File: src/hdl/fes_pkg.sv
`timescale 1ns / 1ps

package fes_pkg;

    typedef logic [2:0] cmd_t;
    typedef logic [1:0] phase_t;
    typedef logic [7:0] alpha_t;
    typedef logic [1:0] cfg_index_t;

    localparam cmd_t CMD_TICK     = 3'd0;
    localparam cmd_t CMD_SHOW     = 3'd1;
    localparam cmd_t CMD_FADE_IN  = 3'd2;
    localparam cmd_t CMD_FADE_OUT = 3'd3;
    localparam cmd_t CMD_RESTART  = 3'd4;

    localparam phase_t PH_UP   = 2'd0;
    localparam phase_t PH_HOLD = 2'd1;
    localparam phase_t PH_DOWN = 2'd2;
    localparam phase_t PH_DONE = 2'd3;

    localparam cfg_index_t CFG_FADE_IN  = 2'd0;
    localparam cfg_index_t CFG_HOLD     = 2'd1;
    localparam cfg_index_t CFG_FADE_OUT = 2'd2;

    localparam int     REG_WIDTH = 32;
    localparam alpha_t ALPHA_MAX = 8'd255;
    localparam alpha_t ALPHA_MIN = 8'd0;
    localparam int     DIV_STEPS = 8;

    typedef enum logic [3:0] {
        S_IDLE  = 4'b0001,
        S_EVAL  = 4'b0010,
        S_DIV   = 4'b0100,
        S_WRITE = 4'b1000
    } state_t;

endpackage

File: src/hdl/fade_envelope_sequencer.sv
`timescale 1ns / 1ps
// Flow: an accepted word is registered, then S_EVAL applies the command and forms elapsed*255;
// a tick inside a ramp then runs the eight steps of the shared restoring divider in S_DIV.
// Every result then waits in S_WRITE until the output register is free of out_stall.
// A new word is taken only while the sequencer idles.
// Reset: rst_n clears phase, alpha, running, phase start and the three duration registers.
module fade_envelope_sequencer #(
    parameter int TIME_WIDTH = 32
) (
    input  logic                 clk,
    input  logic                 rst_n,
    input  logic                 in_valid,
    output logic                 in_stall,
    input  fes_pkg::cmd_t        command,
    input  logic [31:0]          now,
    output logic                 out_valid,
    input  logic                 out_stall,
    output fes_pkg::alpha_t      alpha,
    output fes_pkg::phase_t      phase,
    output logic                 running,
    input  logic                 cfg_wr_en,
    input  fes_pkg::cfg_index_t  cfg_index,
    input  logic [31:0]          cfg_wdata
);

    import fes_pkg::*;

    localparam int CW = (TIME_WIDTH > REG_WIDTH) ? TIME_WIDTH : REG_WIDTH;
    localparam int PW = REG_WIDTH + 8;

    state_t                  state_reg, state_next;
    logic [REG_WIDTH-1:0]    fade_in_reg, fade_in_next;
    logic [REG_WIDTH-1:0]    hold_reg, hold_next;
    logic [REG_WIDTH-1:0]    fade_out_reg, fade_out_next;
    phase_t                  phase_reg, phase_next;
    logic                    running_reg, running_next;
    logic [TIME_WIDTH-1:0]   phase_start_reg, phase_start_next;
    alpha_t                  alpha_reg, alpha_next;
    logic                    out_valid_reg, out_valid_next;
    alpha_t                  out_alpha_reg, out_alpha_next;
    phase_t                  out_phase_reg, out_phase_next;
    logic                    out_running_reg, out_running_next;

    cmd_t                    cmd_reg, cmd_next;
    logic [TIME_WIDTH-1:0]   now_reg, now_next;
    logic [CW-1:0]           elapsed_reg, elapsed_next;
    logic [REG_WIDTH-1:0]    rem_reg, rem_next;
    logic [7:0]              lo_reg, lo_next;
    logic [7:0]              quo_reg, quo_next;
    logic [2:0]              cnt_reg, cnt_next;
    logic [REG_WIDTH-1:0]    dur_reg, dur_next;
    logic                    down_reg, down_next;

    logic                    accept;
    logic                    out_free;
    logic [CW-1:0]           now_ext;
    logic [TIME_WIDTH-1:0]   now_tw;
    logic [TIME_WIDTH-1:0]   elapsed_tw;
    logic [REG_WIDTH-1:0]    ramp_dur;
    logic                    ramp_done;
    logic                    hold_done;
    logic [REG_WIDTH-1:0]    e32;
    logic [PW-1:0]           prod;
    logic [REG_WIDTH:0]      trial;
    logic                    trial_ge;
    logic [7:0]              quo_shift;

    assign in_stall  = (state_reg != S_IDLE);
    assign accept    = in_valid && !in_stall;
    assign out_free  = !out_valid_reg || !out_stall;
    assign out_valid = out_valid_reg;
    assign alpha     = out_alpha_reg;
    assign phase     = out_phase_reg;
    assign running   = out_running_reg;

    assign now_ext    = CW'(now);
    assign now_tw     = now_ext[TIME_WIDTH-1:0];
    assign elapsed_tw = now_tw - phase_start_reg;

    assign ramp_dur  = (phase_reg == PH_UP) ? fade_in_reg : fade_out_reg;
    assign ramp_done = (elapsed_reg >= CW'(ramp_dur));
    assign hold_done = (elapsed_reg >= CW'(hold_reg));
    assign e32       = elapsed_reg[REG_WIDTH-1:0];
    assign prod      = {e32, 8'd0} - PW'(e32);

    assign trial     = {rem_reg, lo_reg[7]};
    assign trial_ge  = (trial >= {1'b0, dur_reg});
    assign quo_shift = {quo_reg[6:0], trial_ge};

    always_comb
    begin
        state_next       = state_reg;
        fade_in_next     = fade_in_reg;
        hold_next        = hold_reg;
        fade_out_next    = fade_out_reg;
        phase_next       = phase_reg;
        running_next     = running_reg;
        phase_start_next = phase_start_reg;
        alpha_next       = alpha_reg;
        out_valid_next   = out_valid_reg;
        out_alpha_next   = out_alpha_reg;
        out_phase_next   = out_phase_reg;
        out_running_next = out_running_reg;
        cmd_next         = cmd_reg;
        now_next         = now_reg;
        elapsed_next     = elapsed_reg;
        rem_next         = rem_reg;
        lo_next          = lo_reg;
        quo_next         = quo_reg;
        cnt_next         = cnt_reg;
        dur_next         = dur_reg;
        down_next        = down_reg;

        if (cfg_wr_en)
        begin
            unique case (cfg_index)
                CFG_FADE_IN:  fade_in_next  = cfg_wdata;
                CFG_HOLD:     hold_next     = cfg_wdata;
                CFG_FADE_OUT: fade_out_next = cfg_wdata;
                default:      ;
            endcase
        end

        if (out_valid_reg && !out_stall)
        begin
            out_valid_next = 1'b0;
        end

        unique case (state_reg)
            S_IDLE:
            begin
                if (accept)
                begin
                    cmd_next     = command;
                    now_next     = now_tw;
                    elapsed_next = CW'(elapsed_tw);
                    state_next   = S_EVAL;
                end
            end
            S_EVAL:
            begin
                state_next = S_WRITE;
                rem_next   = prod[PW-1:8];
                lo_next    = prod[7:0];
                quo_next   = 8'd0;
                cnt_next   = 3'd0;
                dur_next   = ramp_dur;
                down_next  = (phase_reg == PH_DOWN);
                unique case (cmd_reg)
                    CMD_TICK:
                    begin
                        unique case (phase_reg)
                            PH_UP:
                            begin
                                if (running_reg)
                                begin
                                    if (ramp_done)
                                    begin
                                        alpha_next       = ALPHA_MAX;
                                        phase_next       = PH_HOLD;
                                        phase_start_next = now_reg;
                                    end
                                    else
                                    begin
                                        state_next = S_DIV;
                                    end
                                end
                            end
                            PH_HOLD:
                            begin
                                if (hold_done)
                                begin
                                    phase_next       = PH_DOWN;
                                    phase_start_next = now_reg;
                                end
                            end
                            PH_DOWN:
                            begin
                                if (ramp_done)
                                begin
                                    alpha_next   = ALPHA_MIN;
                                    phase_next   = PH_DONE;
                                    running_next = 1'b0;
                                end
                                else
                                begin
                                    state_next = S_DIV;
                                end
                            end
                            default: ;
                        endcase
                    end
                    CMD_SHOW:
                    begin
                        if (!running_reg)
                        begin
                            running_next     = 1'b1;
                            phase_start_next = now_reg;
                        end
                    end
                    CMD_FADE_IN:
                    begin
                        running_next     = 1'b1;
                        phase_start_next = now_reg;
                        alpha_next       = ALPHA_MIN;
                        phase_next       = PH_UP;
                    end
                    CMD_FADE_OUT:
                    begin
                        alpha_next       = ALPHA_MAX;
                        phase_start_next = now_reg;
                        phase_next       = PH_DOWN;
                    end
                    CMD_RESTART:
                    begin
                        running_next = 1'b0;
                        alpha_next   = ALPHA_MIN;
                        phase_next   = PH_UP;
                    end
                    default: ;
                endcase
            end
            S_DIV:
            begin
                rem_next = trial_ge ? REG_WIDTH'(trial - {1'b0, dur_reg})
                                    : trial[REG_WIDTH-1:0];
                lo_next  = {lo_reg[6:0], 1'b0};
                quo_next = quo_shift;
                cnt_next = cnt_reg + 3'd1;
                if (cnt_reg == 3'(DIV_STEPS - 1))
                begin
                    alpha_next = down_reg ? (ALPHA_MAX - quo_shift) : quo_shift;
                    state_next = S_WRITE;
                end
            end
            S_WRITE:
            begin
                if (out_free)
                begin
                    out_valid_next   = 1'b1;
                    out_alpha_next   = alpha_reg;
                    out_phase_next   = phase_reg;
                    out_running_next = running_reg;
                    state_next       = S_IDLE;
                end
            end
            default:
            begin
                state_next = S_IDLE;
            end
        endcase
    end

    always_ff @(posedge clk or negedge rst_n)
    begin
        if (!rst_n)
        begin
            state_reg       <= S_IDLE;
            fade_in_reg     <= '0;
            hold_reg        <= '0;
            fade_out_reg    <= '0;
            phase_reg       <= PH_UP;
            running_reg     <= 1'b0;
            phase_start_reg <= '0;
            alpha_reg       <= ALPHA_MIN;
            out_valid_reg   <= 1'b0;
        end
        else
        begin
            state_reg       <= state_next;
            fade_in_reg     <= fade_in_next;
            hold_reg        <= hold_next;
            fade_out_reg    <= fade_out_next;
            phase_reg       <= phase_next;
            running_reg     <= running_next;
            phase_start_reg <= phase_start_next;
            alpha_reg       <= alpha_next;
            out_valid_reg   <= out_valid_next;
        end
    end

    always_ff @(posedge clk)
    begin
        out_alpha_reg   <= out_alpha_next;
        out_phase_reg   <= out_phase_next;
        out_running_reg <= out_running_next;
        cmd_reg         <= cmd_next;
        now_reg         <= now_next;
        elapsed_reg     <= elapsed_next;
        rem_reg         <= rem_next;
        lo_reg          <= lo_next;
        quo_reg         <= quo_next;
        cnt_reg         <= cnt_next;
        dur_reg         <= dur_next;
        down_reg        <= down_next;
    end

endmodule
File: config.mk
export PLATFORM = sky130hd
export DESIGN_NAME = fade_envelope_sequencer
export DESIGN_NICKNAME = d
export VERILOG_FILES = /design/src/hdl/fes_pkg.sv /design/src/hdl/fade_envelope_sequencer.sv
export SDC_FILE = /design/constraint.sdc
export NUM_CORES = 1
export LEC_CHECK = 0
export BUFFER_PORTS_ARGS = -buffer_cell sky130_fd_sc_hd__buf_2
export CELL_PAD_IN_SITES_DETAIL_PLACEMENT = 1
export CELL_PAD_IN_SITES_GLOBAL_PLACEMENT = 1
export CORE_UTILIZATION = 30
export DETAILED_ROUTE_END_ITERATION = 8
export PLACE_DENSITY_LB_ADDON = 0.1
export SLEW_MARGIN = 20
export SYNTH_ARGS = -nofsm -noshare
export SYNTH_HDL_FRONTEND = slang
export SYNTH_SLANG_ARGS = --single-unit
export TNS_END_PERCENT = 30
File: constraint.sdc
create_clock -name clk -period 6.4 [get_ports clk]
set_clock_uncertainty 0.05 [all_clocks]
set_input_delay 1.6 -clock clk [delete_from_list [all_inputs] [get_ports clk]]
set_output_delay 1.6 -clock clk [all_outputs]
set_load 0.03 [all_outputs]
# Yosys cells after proc, flatten, opt, wreduce, memory -nomap -nowiden
# Cells that the tools add are included.
# op_classes
n_addsub	5
n_lt_le_gt_ge	3
n_eq_ne	31
mux	40
reduce_logical	26
# ops
operator	n
two-way mux 32 bit	6
case mux 32 bit (2 select lines)	2
case mux 32 bit (3 select lines)	1
greater-or-equal comparator 32 bit	2
subtractor 32 bit	2
case mux 8 bit (2 select lines)	3
two-way mux 8 bit	5
subtractor 40 x 32 -> 40 bit	1
greater-or-equal comparator 33 x 32 -> 1 bit	1
two-way mux 4 bit	6
case mux 8 bit (3 select lines)	1
AND reduction 7 bit	3
!= test 4 bit, second input constant	4
case mux 4 bit (4 select lines)	1
case mux 7 bit (2 select lines)	1
!= test 2 bit, second input constant	6
!= test 3 bit, second input constant	4
case mux 2 bit (3 select lines)	2
AND reduction 2 bit	5
nonzero test 3 bit	3
two-way mux 2 bit	4
case mux 4 bit (2 select lines)	1
subtractor 8 bit, first input constant	1
equality test 3 x 2 -> 1 bit, second input constant	2
25 further kinds	38
# word_totals
ff_bits	305
input_bits	74
out_inout_bits	13
wordCells	126

# Longest topological paths before layout
# Gate-level depths: netlist of the first run.
# logic_depth
word_depth	8
depth_mapped	16
ltp_nobuf	14

# Worst setup path after synthesis of the first run
# No wires, ideal clock.
# synth_path
kind	in2reg
start	input port in_valid
end	register cmd_reg[0] (enable)
setup_ns	0.494
arrival_ns	4.462
required_ns	5.856
setup_slack_ns	1.394
cell_stages	2
path_buffers	0
path_cell_list	inv_1 -> nor2_1
# synth_between
elab_chain_len	2
# synth_lines
element	line_no	source
from (decl)	fade_envelope_sequencer.sv:12	input logic in_valid,
logical AND 1 bit	fade_envelope_sequencer.sv:69	assign accept = in_valid && !in_stall;
AND reduction 2 bit (no source line)	--	
to (signal assigned)	fade_envelope_sequencer.sv:287	cmd_reg <= cmd_next;
to (decl)	fade_envelope_sequencer.sv:44	cmd_t cmd_reg, cmd_next;
# No other way between the ends.
# A chain may end at the register's enable or synchronous reset.

# Worst setup path after layout of the first run
# layout_path
start	register phase_reg[1]
end	register phase_start_reg[18]
# layout_between
elab_chain_len	5
elab_cells_between_ends	11
classes_between	1 x order compare; 5 x eq/ne; 3 x mux; 2 x reduce/logical
# layout_lines
element	line_no	source
from (decl)	fade_envelope_sequencer.sv:35	phase_t phase_reg, phase_next;
from (signal assigned)	fade_envelope_sequencer.sv:274	phase_reg <= phase_next;
logical NOT 2 bit	fade_envelope_sequencer.sv:80, fade_envelope_sequencer.sv:152	
two-way mux 32 bit	fade_envelope_sequencer.sv:80	assign ramp_dur = (phase_reg == PH_UP) ? fade_in_reg : fade_out_reg;
greater-or-equal comparator 32 bit	fade_envelope_sequencer.sv:81	assign ramp_done = (elapsed_reg >= CW'(ramp_dur));
!= test 3 bit (no source line)	--	
AND reduction 7 bit (no source line)	--	
to (signal assigned)	fade_envelope_sequencer.sv:276	phase_start_reg <= phase_start_next;
to (decl)	fade_envelope_sequencer.sv:37	logic [TIME_WIDTH-1:0] phase_start_reg, phase_start_next;
# Several ways; a longest one is shown, not always the timed one.

==> results.py, run 1 <==
metrics = {
    "synthesis": {
        "mappedNetlistNets": 1877,
        "synth_xor_xnor_area_share_pct": 5.04,
        "post_synth_and_or_nand_nor_area_fraction_pct": 7.99,
        "count_of_yosys_warnings_during_synthesis": 0,
        "synth_seq_cells": 305,
        "combinational_family_with_the_most_area_after_synthesis": "compound AO/OA/AOI/OAI gates",
        "synth_compound_gate_area_share_pct": 13.7,
        "post_synthesis_average_cell_area_um2": 11.0,
        "post_synthesis_cell_area_um2": 18100,
        "synth.lib_cells_used.distinct": 75,
        "synth.area.mux_share_pct": 10.9,
        "post_synth_inst_count": 1644,
        "netlist_top_cells_count": "178 x inv_1, 161 x edfxtp_1, 157 x ha_1",
        "async_flop_share_pct": 47.2,
        "post_synth_edffs": 161,
        "netlist.top_cell.by_area": "edfxtp_1",
        "post_synth_top_area_share_pct": 26.7,
        "area_contributors_post_synth": "edfxtp_1 27%, dfrtp_1 20%, ha_1 11%, mux2_2 8.5%, xnor2_1 3.8%",
        "adder_and_majority_gate_portion_of_the_synthesized_area_pct": 11.1,
        "proportion_of_synthesized_chip_area_in_sequential_cells_pct": 46.7,
        "yosys.cell_count.top_type": "inv_1",
        "postSynth.topFlopCell": "edfxtp_1",
    },
    "power_and_ir_drop": {
        "power_mw": 10.5,
        "vdd_drop_max_mv": 0.182,
        "leakage_nw": 9.10,
        "power_density_nw_per_um2": 504,
    },
    "run_status": {
        "status": "completed",
    },
    "placement": {
        "port_buffers": 86,
        "gp_congestion": 0.784,
        "pre_cts_ws_ps": 1620,
        "final_hpwl_dp_um": 35600,
    },
    "worst_setup_path": {
        "required_ps": 6800,
        "critical_path.startpoint_type": "flop",
        "critical_path_at_ps": 5010,
        "critical_path_class": "reg -> reg",
        "endpoint_kind": "flop",
        "worstPathMaxFanout": 32,
    },
    "floorplanning": {
        "initial_core_util_pct": 30.5,
        "core-area_um2": 59200,
        "die_area_um2": 61300,
        "io_pins": 87,
        "die_h_um": 248,
        "fp.dieW_um": 248,
        "num_rows": 89,
    },
    "run": {
        "drv.max_cap_violation_count": 0,
    },
    "final_layout": {
        "fraction_of_layout_instances_using_a_drive_strength_above_1_pct": 18.6,
        "area_of_combinational_cells_with_multiple_inputs_um2": 8840,
        "postLayoutCoreUtil_pct": 35.2,
        "syn2layout_area_growth_pct": 15.3,
        "nets": 1978,
        "layout.filler_cells": 6596,
        "layout.area.seq_um2": 8440,
    },
    "timing": {
        "rsz_0062_raised_after_global_routing": "no",
        "period_minus_slack_ps": 4610,
        "timing.final.crit_share_pct": 72.0,
        "report.final.setup_viol": 0,
        "fin_ws_ps": 1790,
        "clock.fmax_mhz": 217,
        "final-hold-violation-count": 0,
        "timing.max_slew.rel_slack_pct": 36.9,
        "pin_slew_with_the_least_headroom_to_its_limit_ps": 934,
        "drv_slew": 0,
        "final_hold_slack_ps": 401,
        "totalNegativeSetupSlack_ps": 0,
    },
    "global_route": {
        "number_of_antenna_violations_at_the_first_check_in_global_routing": 3,
        "grt_first_pass_wirelength_um": 75500,
        "maximum_number_of_pins_on_one_net_before_global_route_repair": 62,
        "number_of_global_route_vias_before_repair": 13500,
        "grt.total_usage_pct": 15.9,
        "global_route.overflow_total": 0,
    },
    "clocking": {
        "tritoncts_clock_tree": "yes",
        "clock-sinks": 305,
        "clkLatencyLatePin_ps": 580,
        "clockBufferDepth": 3,
        "hold_buffers": 0,
        "cts-htree-levels": 2,
        "cts-buffers-inserted": 40,
        "post_cts_repair_setup_buffers": 0,
        "clkTransAtPathRegs_ps": 60,
        "ctsRootBufferMaster": "clkbuf_16",
        "ctsResizeCount": 0,
    },
    "detailed_routing": {
        "drt_iter0_drc": 365,
        "remaining_drc_errors": 0,
        "routed_via_density": 4.86,
        "drt_pass1_iterations": 4,
        "post_drt_wl_per_cell_um": 18.5,
        "wl_um": 47100,
        "num_vias": 12400,
        "antenna_left": 0,
    },
    "worst_hold_path": {
        "min_path_type": "reg -> reg",
    },
}
[stage by stage]
stage	cell area, um2	cells
after global routing	20900	2550
after global placement	19500	2476
final	20900	2550
after floorplan	18100	1644
after CTS	20800	2549
after detailed placement	19500	2476
[cells by family after synthesis]
| group | after synthesis |
|---|---|
| muxes | 180 |
| adders and majority gates | 159 |
| DFF | 305 |
| buffers and inverters | 220 |
| xor gates and xnor gates | 104 |
| and+or+nand+nor | 299 |
| AOI/OAI and AO/OA | 377 |
[layout make-up]
cell class | count | share of cell area [%]
diodes | 1 | 0.0120
clock buffers | 62 | 6.08
clock inverters | 11 | 0.546
inverters | 178 | 3.20
multi-input cells | 1119 | 42.4
flip-flops and latches | 305 | 40.5
well taps | 773 | 4.64
repair buffers | 101 | 2.63
[path summary, 6_finish.rpt]
path / slack, ps / startpoint / to / cells past startpoint
max: 1790 / phase_reg[1] / phase_start_reg[18] / 13
min: 400 / alpha_reg[7] / alpha[7] / 0
max reg2reg: 1790 / phase_reg[1] / phase_start_reg[18] / 13
min reg2reg: 400 / alpha_reg[7] / alpha[7] / 0
max in group asynchronous: 4180 / rst_n / alpha_reg[0] / 2
min in group asynchronous: 950 / rst_n / phase_start_reg[4] / 1
[critical path, cell delays in order, from the launching register on]
cell and delay, ps:
dfrtp_1 390, inv_1 110, ha_2 730, buf_4 310
mux2i_1 270, ha_1 290, a21o_1 190, a21oi_1 130
o21ai_0 100, a2111oi_0 540, o211ai_2 240, o211ai_1 240
buf_4 430, mux2_2 400
[cell usage in the layout, fill, tap and decap left out, types with 10 or more instances in the layout]
cell type	netlist	final
clkbuf_8	0	10
a31oi_1	14	14
mux2_2	136	136
inv_1	178	178
clkbuf_16	0	44
edfxtp_1	161	161
o21bai_1	15	15
nand3_1	23	23
nand2_1	78	78
a21o_1	56	56
buf_2	5	85
nand4_1	17	17
xor2_1	26	26
o211ai_1	14	14
ha_1	157	156
xnor2_1	78	78
nand2b_1	15	15
a21oi_1	110	109
o21ai_0	71	71
mux2i_1	43	43
buf_4	0	15
o21a_1	13	13
dfrtp_1	143	143
nor2_1	93	92
and3_1	17	17
a211oi_1	16	16
nor2b_1	15	15
[power breakdown]
group	total, mW	switching (mW)	internal (mW)
Combinational	4.89	2.77	2.11
Sequential	3.32	0.447	2.88
Clock	2.31	0.896	1.41
Total	10.5	4.11	6.40
[layer usage]
| layer | routed length (um) | vias to the layer above | track usage, % |
|---|---|---|---|
| li1 | - | 6127 | - |
| met1 | 23700 | 6087 | 22.1 |
| met2 | 21300 | 108 | 25.6 |
| met3 | 1110 | 66 | 2.42 |
| met4 | 1030 | 2 | 4.35 |
| met5 | 19 | - | 0 |
No activity file was read; power rests on OpenSTA's default activity.
==> inputs of run 2 (changes only) <==
==> constraint.sdc (replaced) <==
create_clock -name clk -period 4.25 [get_ports clk]
set_clock_uncertainty 0.05 [all_clocks]
set_input_delay 1.0625 -clock clk [delete_from_list [all_inputs] [get_ports clk]]
set_output_delay 1.0625 -clock clk [all_outputs]
set_load 0.03 [all_outputs]
==> run 2 against run 1 <==
Utilization up 0.10 points. Worst setup slack worse by 1500 ps. Clock-buffer cell count down 3. Combinational power up 53%. Fmax up 16%. First-iteration DRC count up 20%. Power up 50%. Clock power up 40%. Worst hold slack worse by 2.5 ps. Largest power group unchanged.
==> results.py, run 2 (synthesis gave the netlist of run 1 again) <==
metrics = {
    "timing": {
        "timing.max_slew.rel_slack_pct": 40.3,
        "final-hold-violation-count": 0,
        "report.final.setup_viol": 0,
        "timing.final.crit_share_pct": 93.7,
        "fin_ws_ps": 270,
        "period_minus_slack_ps": 3980,
        "pin_slew_with_the_least_headroom_to_its_limit_ps": 896,
        "drv_slew": 0,
        "clock.fmax_mhz": 251,
        "rsz_0062_raised_after_global_routing": "no",
    },
    "detailed_routing": {
        "routed_via_density": 4.81,
        "wl_um": 47000,
        "drt_iter0_drc": 438,
        "remaining_drc_errors": 0,
        "antenna_left": 0,
        "num_vias": 12300,
        "drt_pass1_iterations": 6,
        "post_drt_wl_per_cell_um": 18.3,
    },
    "clocking": {
        "clkLatencyLatePin_ps": 560,
        "cts-htree-levels": 2,
        "clockBufferDepth": 3,
        "ctsRootBufferMaster": "clkbuf_16",
        "clkTransAtPathRegs_ps": 50,
        "tritoncts_clock_tree": "yes",
        "clock-sinks": 305,
        "cts-buffers-inserted": 39,
    },
    "worst_setup_path": {
        "critical_path_class": "reg -> reg",
        "critical_path_at_ps": 4360,
        "reg2reg_to": "phase_start_reg[8]",
        "rr_worst_depth": 15,
        "reg2reg_setup_slack_ps": 270,
        "worst_path_largest_cell_delay_ps": 400,
        "cp_cell_sequence": "inv_1 -> ha_4 -> buf_4 -> mux2_2 -> inv_1 -> ha_1 -> a21o_1 -> a211oi_1 -> or3_1 -> a31o_2 -> a221o_1 -> o211ai_2 -> o211ai_1 -> buf_12 -> mux2_2",
        "endpoint_kind": "flop",
        "critical_path.slowest_cell": "o211ai_1",
        "required_ps": 4630,
        "worstPathMaxFanout": 32,
        "critical_path.startpoint_type": "flop",
        "crit-reg2reg-launch": "phase_reg[0]",
    },
    "placement": {
        "final_hpwl_dp_um": 35800,
        "pre_cts_ws_ps": 95.1,
        "dp.cells": 2491,
        "dpl-instance-area_um2": 19600,
        "gp_congestion": 0.774,
        "port_buffers": 86,
    },
    "floorplanning": {
        "fp.dieW_um": 248,
        "initial_core_util_pct": 30.5,
        "core-area_um2": 59200,
        "io_pins": 87,
        "die_area_um2": 61300,
        "die_h_um": 248,
        "num_rows": 89,
    },
    "global_route": {
        "global_route.overflow_total": 0,
        "maximum_number_of_pins_on_one_net_before_global_route_repair": 69,
        "number_of_global_route_vias_before_repair": 13300,
        "number_of_antenna_violations_at_the_first_check_in_global_routing": 2,
        "grt_first_pass_wirelength_um": 75300,
        "grt.total_usage_pct": 15.8,
    },
    "final_layout": {
        "postLayoutCoreUtil_pct": 35.3,
        "layout_common_cells": "178 x inv_1, 161 x edfxtp_1, 156 x ha_1, 143 x dfrtp_1, 136 x mux2_2",
        "syn2layout_area_growth_pct": 15.7,
        "nets": 1992,
        "layout.cells.non_filler": 2564,
        "fraction_of_layout_instances_using_a_drive_strength_above_1_pct": 19.3,
        "post-route-cell-area_um2": 20900,
        "final_common_cell": "inv_1",
    },
    "power_and_ir_drop": {
        "power.share.switching_pct": 39.1,
        "vdd_drop_max_mv": 0.343,
        "power_density_nw_per_um2": 752,
        "leakage_nw": 9.14,
        "power.combinational.fraction_pct": 47.5,
        "power_mw": 15.7,
        "net_load_switching_power_mw": 6.15,
        "internal_power_of_the_cells_mw": 9.57,
        "pwr-share-seq_pct": 31.9,
        "portion_of_total_power_attributed_to_the_clock_network_pct": 20.6,
    },
    "run": {
        "drv.max_cap_violation_count": 0,
    },
    "worst_hold_path": {
        "min_path_cells": 0,
        "hold-path-endpoint": "alpha[6]",
        "worst_hold_startpoint": "alpha_reg[6]",
        "min_path_type": "reg -> reg",
    },
    "run_status": {
        "status": "completed",
    },
}
## run 2: worst max-delay path by stage
stage                  from                  to  slack [ps]  depth (start not counted)
2_1_floorplan  phase_reg[0]        alpha_reg[0]         -20                         16
3_3_place_gp         now[1]             e32[29]         110                         12
3_5_place_dp   phase_reg[0]  phase_start_reg[8]         100                         15
4_1_cts        phase_reg[0]  phase_start_reg[8]          30                         15
5_1_grt        phase_reg[0]  phase_start_reg[8]          90                         15
6_report       phase_reg[0]  phase_start_reg[8]         270                         15
## run 2: worst max-delay path: cells and delay by family, from the launching register on
family          cells  cell delay [ps]
simple gates        1              160
mux                 2              730
flops               1              390
fa+ha+maj           2              450
compound gates      6             1360
buf+inv             4              670
## run 2: cell type report
| cell class | instances | area (um2) |
|---|---|---|
| sequential | 305 | 8440 |
| timing repair buffer | 116 | 712 |
| fill | 6589 | 38300 |
| clock inverter | 13 | 111 |
| clock buffer | 59 | 1150 |
| tap | 773 | 967 |
| inverter | 178 | 668 |
| multi-input combinational | 1119 | 8860 |
| antenna | 1 | 2.50 |
## run 2: stage by stage
step           TNS (ps)  hold WS [ps]
6_report              0           398
4_1_cts               0           403
3_3_place_gp          0           388
5_1_grt               0           414
3_5_place_dp          0           389
2_1_floorplan      -127           375
## run 2: repair_timing
item	in CTS	in global routing
hold buffers	0	0
resized for setup	0	3
setup endpoints to repair	0	40
setup buffers	0	0
## run 2: power groups by stage
stage | Clock (mW) | Combinational (mW) | Sequential, mW
after floorplan | 0 | 5.61 | 4.75
after global placement | 0 | 7.36 | 5.07
after detailed placement | 0 | 7.50 | 5.09
after CTS | 3.39 | 7.56 | 5.04
after global routing | 3.48 | 8.46 | 5.14
final | 3.24 | 7.46 | 5.02
## run 2: layer usage
metal,global-route usage [%],wire [um]
met5,0,28
met4,3.77,793
met3,2.63,1310
met2,25.7,21300
met1,22.0,23500
==> inputs of run 3 (changes only) <==
--- a/config.mk
+++ b/config.mk
@@ -5,12 +5,14 @@
 export SDC_FILE = /design/constraint.sdc
 export NUM_CORES = 1
 export LEC_CHECK = 0
+export ABC_CLOCK_PERIOD_IN_PS = 4250
 export BUFFER_PORTS_ARGS = -buffer_cell sky130_fd_sc_hd__buf_2
 export CELL_PAD_IN_SITES_DETAIL_PLACEMENT = 1
 export CELL_PAD_IN_SITES_GLOBAL_PLACEMENT = 1
 export CORE_UTILIZATION = 30
 export DETAILED_ROUTE_END_ITERATION = 8
 export PLACE_DENSITY_LB_ADDON = 0.1
+export REMOVE_ABC_BUFFERS = 1
 export SLEW_MARGIN = 20
 export SYNTH_ARGS = -nofsm -noshare
 export SYNTH_HDL_FRONTEND = slang
==> run 3 against run 2 <==
Non-clock buffer count unchanged. Cell area about the same. Clock-buffer cell count is 2 lower. Power is 0.32% higher. Global-route usage is 0.10 points higher. Worst hold slack improved by 3.8 ps. Highest routed layer unchanged. Critical endpoint is now phase_start_reg[3]. Flip-flop and latch count unchanged. Sequential share of layout area about the same.
==> results.py, run 3 (synthesis gave the netlist of run 1 again) <==
metrics = {
    "run_status": {
        "status": "completed",
    },
    "worst_hold_path": {
        "min_path_cells": 0,
        "min_path_type": "reg -> reg",
    },
    "clocking": {
        "tritoncts_clock_tree": "yes",
        "cts-buffers-inserted": 39,
        "ctsRootBufferMaster": "clkbuf_16",
        "clock-sinks": 305,
        "hold_buffers": 0,
        "clkTransAtPathRegs_ps": 60,
        "clockBufferDepth": 3,
        "clkLatencyLatePin_ps": 560,
        "cts-htree-levels": 2,
    },
    "floorplanning": {
        "core-area_um2": 59200,
        "die_h_um": 248,
        "io_pins": 87,
        "initial_core_util_pct": 30.5,
        "fp.dieW_um": 248,
        "num_rows": 89,
        "die_area_um2": 61300,
    },
    "detailed_routing": {
        "maxUsedRoutingLayer": "met5",
        "drt_pass1_iterations": 7,
        "met2_length_um": 21600,
        "drt_iter0_drc": 530,
        "detail_route.wirelength.met1_um": 23500,
        "num_vias": 12500,
        "antenna_left": 0,
        "met3WireLength_um": 1170,
        "wl_um": 47200,
        "post_drt_wl_per_cell_um": 18.4,
        "remaining_drc_errors": 0,
        "routed_via_density": 4.87,
    },
    "placement": {
        "final_hpwl_dp_um": 35800,
        "dp.cells": 2491,
        "pre_cts_ws_ps": 61.8,
        "port_buffers": 86,
        "dpl-instance-area_um2": 19600,
        "gp_congestion": 0.781,
    },
    "worst_setup_path": {
        "critical_path.startpoint_type": "flop",
        "endpoint_kind": "flop",
        "required_ps": 4640,
        "critical_path_at_ps": 4340,
        "rr_worst_depth": 15,
        "worstPathMaxFanout": 32,
        "critical_path_class": "reg -> reg",
    },
    "power_and_ir_drop": {
        "vdd_drop_max_mv": 0.326,
        "power_density_nw_per_um2": 754,
        "leakage_nw": 9.15,
    },
    "timing": {
        "timing.final.crit_share_pct": 92.9,
        "report.final.setup_viol": 0,
        "pin_slew_with_the_least_headroom_to_its_limit_ps": 926,
        "timing.max_slew.rel_slack_pct": 38.3,
        "final-hold-violation-count": 0,
        "totalNegativeSetupSlack_ps": 0,
        "period_minus_slack_ps": 3950,
        "fin_ws_ps": 301,
        "drv_slew": 0,
        "clock.fmax_mhz": 253,
    },
    "final_layout": {
        "final_common_cell": "inv_1",
        "fraction_of_layout_instances_using_a_drive_strength_above_1_pct": 19.3,
        "layout.area.seq_um2": 8440,
        "syn2layout_area_growth_pct": 15.7,
        "postLayoutCoreUtil_pct": 35.3,
        "n_antenna_cell": 0,
        "post-route-cell-area_um2": 20900,
        "layout.cells.non_filler": 2563,
        "layout_common_cells": "178 x inv_1, 161 x edfxtp_1, 156 x ha_1, 143 x dfrtp_1, 136 x mux2_2",
        "area_of_combinational_cells_with_multiple_inputs_um2": 8860,
        "layout.filler_cells": 6614,
        "nets": 1992,
    },
    "global_route": {
        "maximum_number_of_pins_on_one_net_before_global_route_repair": 69,
        "number_of_global_route_vias_before_repair": 13300,
        "grt_first_pass_wirelength_um": 75700,
        "grt.total_usage_pct": 15.9,
        "number_of_antenna_violations_at_the_first_check_in_global_routing": 4,
        "global_route.overflow_total": 0,
    },
    "run": {
        "drv.max_cap_violation_count": 0,
    },
}
## run 3: cell count changes in the layout (fill, tap and decap cells not counted), sizes merged
cell and delta:
inv +1, bufinv -1, clkbuf -2, clkinvlp +1
diode -1, clkinv +1
## run 3: area by class of cell
cell class                 instances  area share [%]
multi-input combinational       1119            42.4
sequential                       305            40.3
clock buffer                      57            5.68
tap                              773            4.62
timing repair buffer             116            3.34
inverter                         178            3.19
clock inverter                    15           0.466
## run 3: repair_timing
item,4_1_cts,5_1_grt
buffers inserted,0,0
resized for setup,0,3
endpoints found under the setup margin,0,40
## run 3: path summary, 6_finish.rpt
check / startpoint / end / slack, ps
worst max-delay path: phase_reg[0] / phase_start_reg[3] / 300
worst min-delay path: alpha_reg[7] / alpha[7] / 400
worst max register to register: phase_reg[0] / phase_start_reg[3] / 300
worst min register to register: alpha_reg[7] / alpha[7] / 400
max in group asynchronous: rst_n / fade_out_reg[30] / 2860
min in group asynchronous: rst_n / phase_start_reg[3] / 450
## run 3: critical path: stages (launching register included)
cell       delay [ps]
dfrtp_1           390
inv_1             140
ha_4              230
buf_4             210
mux2_2            360
inv_1              60
ha_1              230
a21oi_1           160
o22ai_1           100
nor2_1             80
o21ai_0           130
a2111oi_2         430
o211ai_2          200
o211ai_1          380
buf_12            250
mux2_2            370
## run 3: power by group
part           switching [mW]  internal [mW]  leakage, nW
logic                    4.17           3.30         5.31
clock network            1.34           1.95        0.633
registers               0.686           4.33         3.21
## run 3: metal layers
metal	track usage (%)	up-vias
met1	22.4	6157
met4	3.92	6
li1	-	6155
met5	0	-
met3	2.42	55
met2	25.6	113
## run 3: stage by stage
stage	hold slack (ps)	total power, mW
floorplan	375	10.4
global placement	386	12.4
detailed placement	394	12.6
CTS	408	16.0
global route	418	17.2
finish	402	15.8
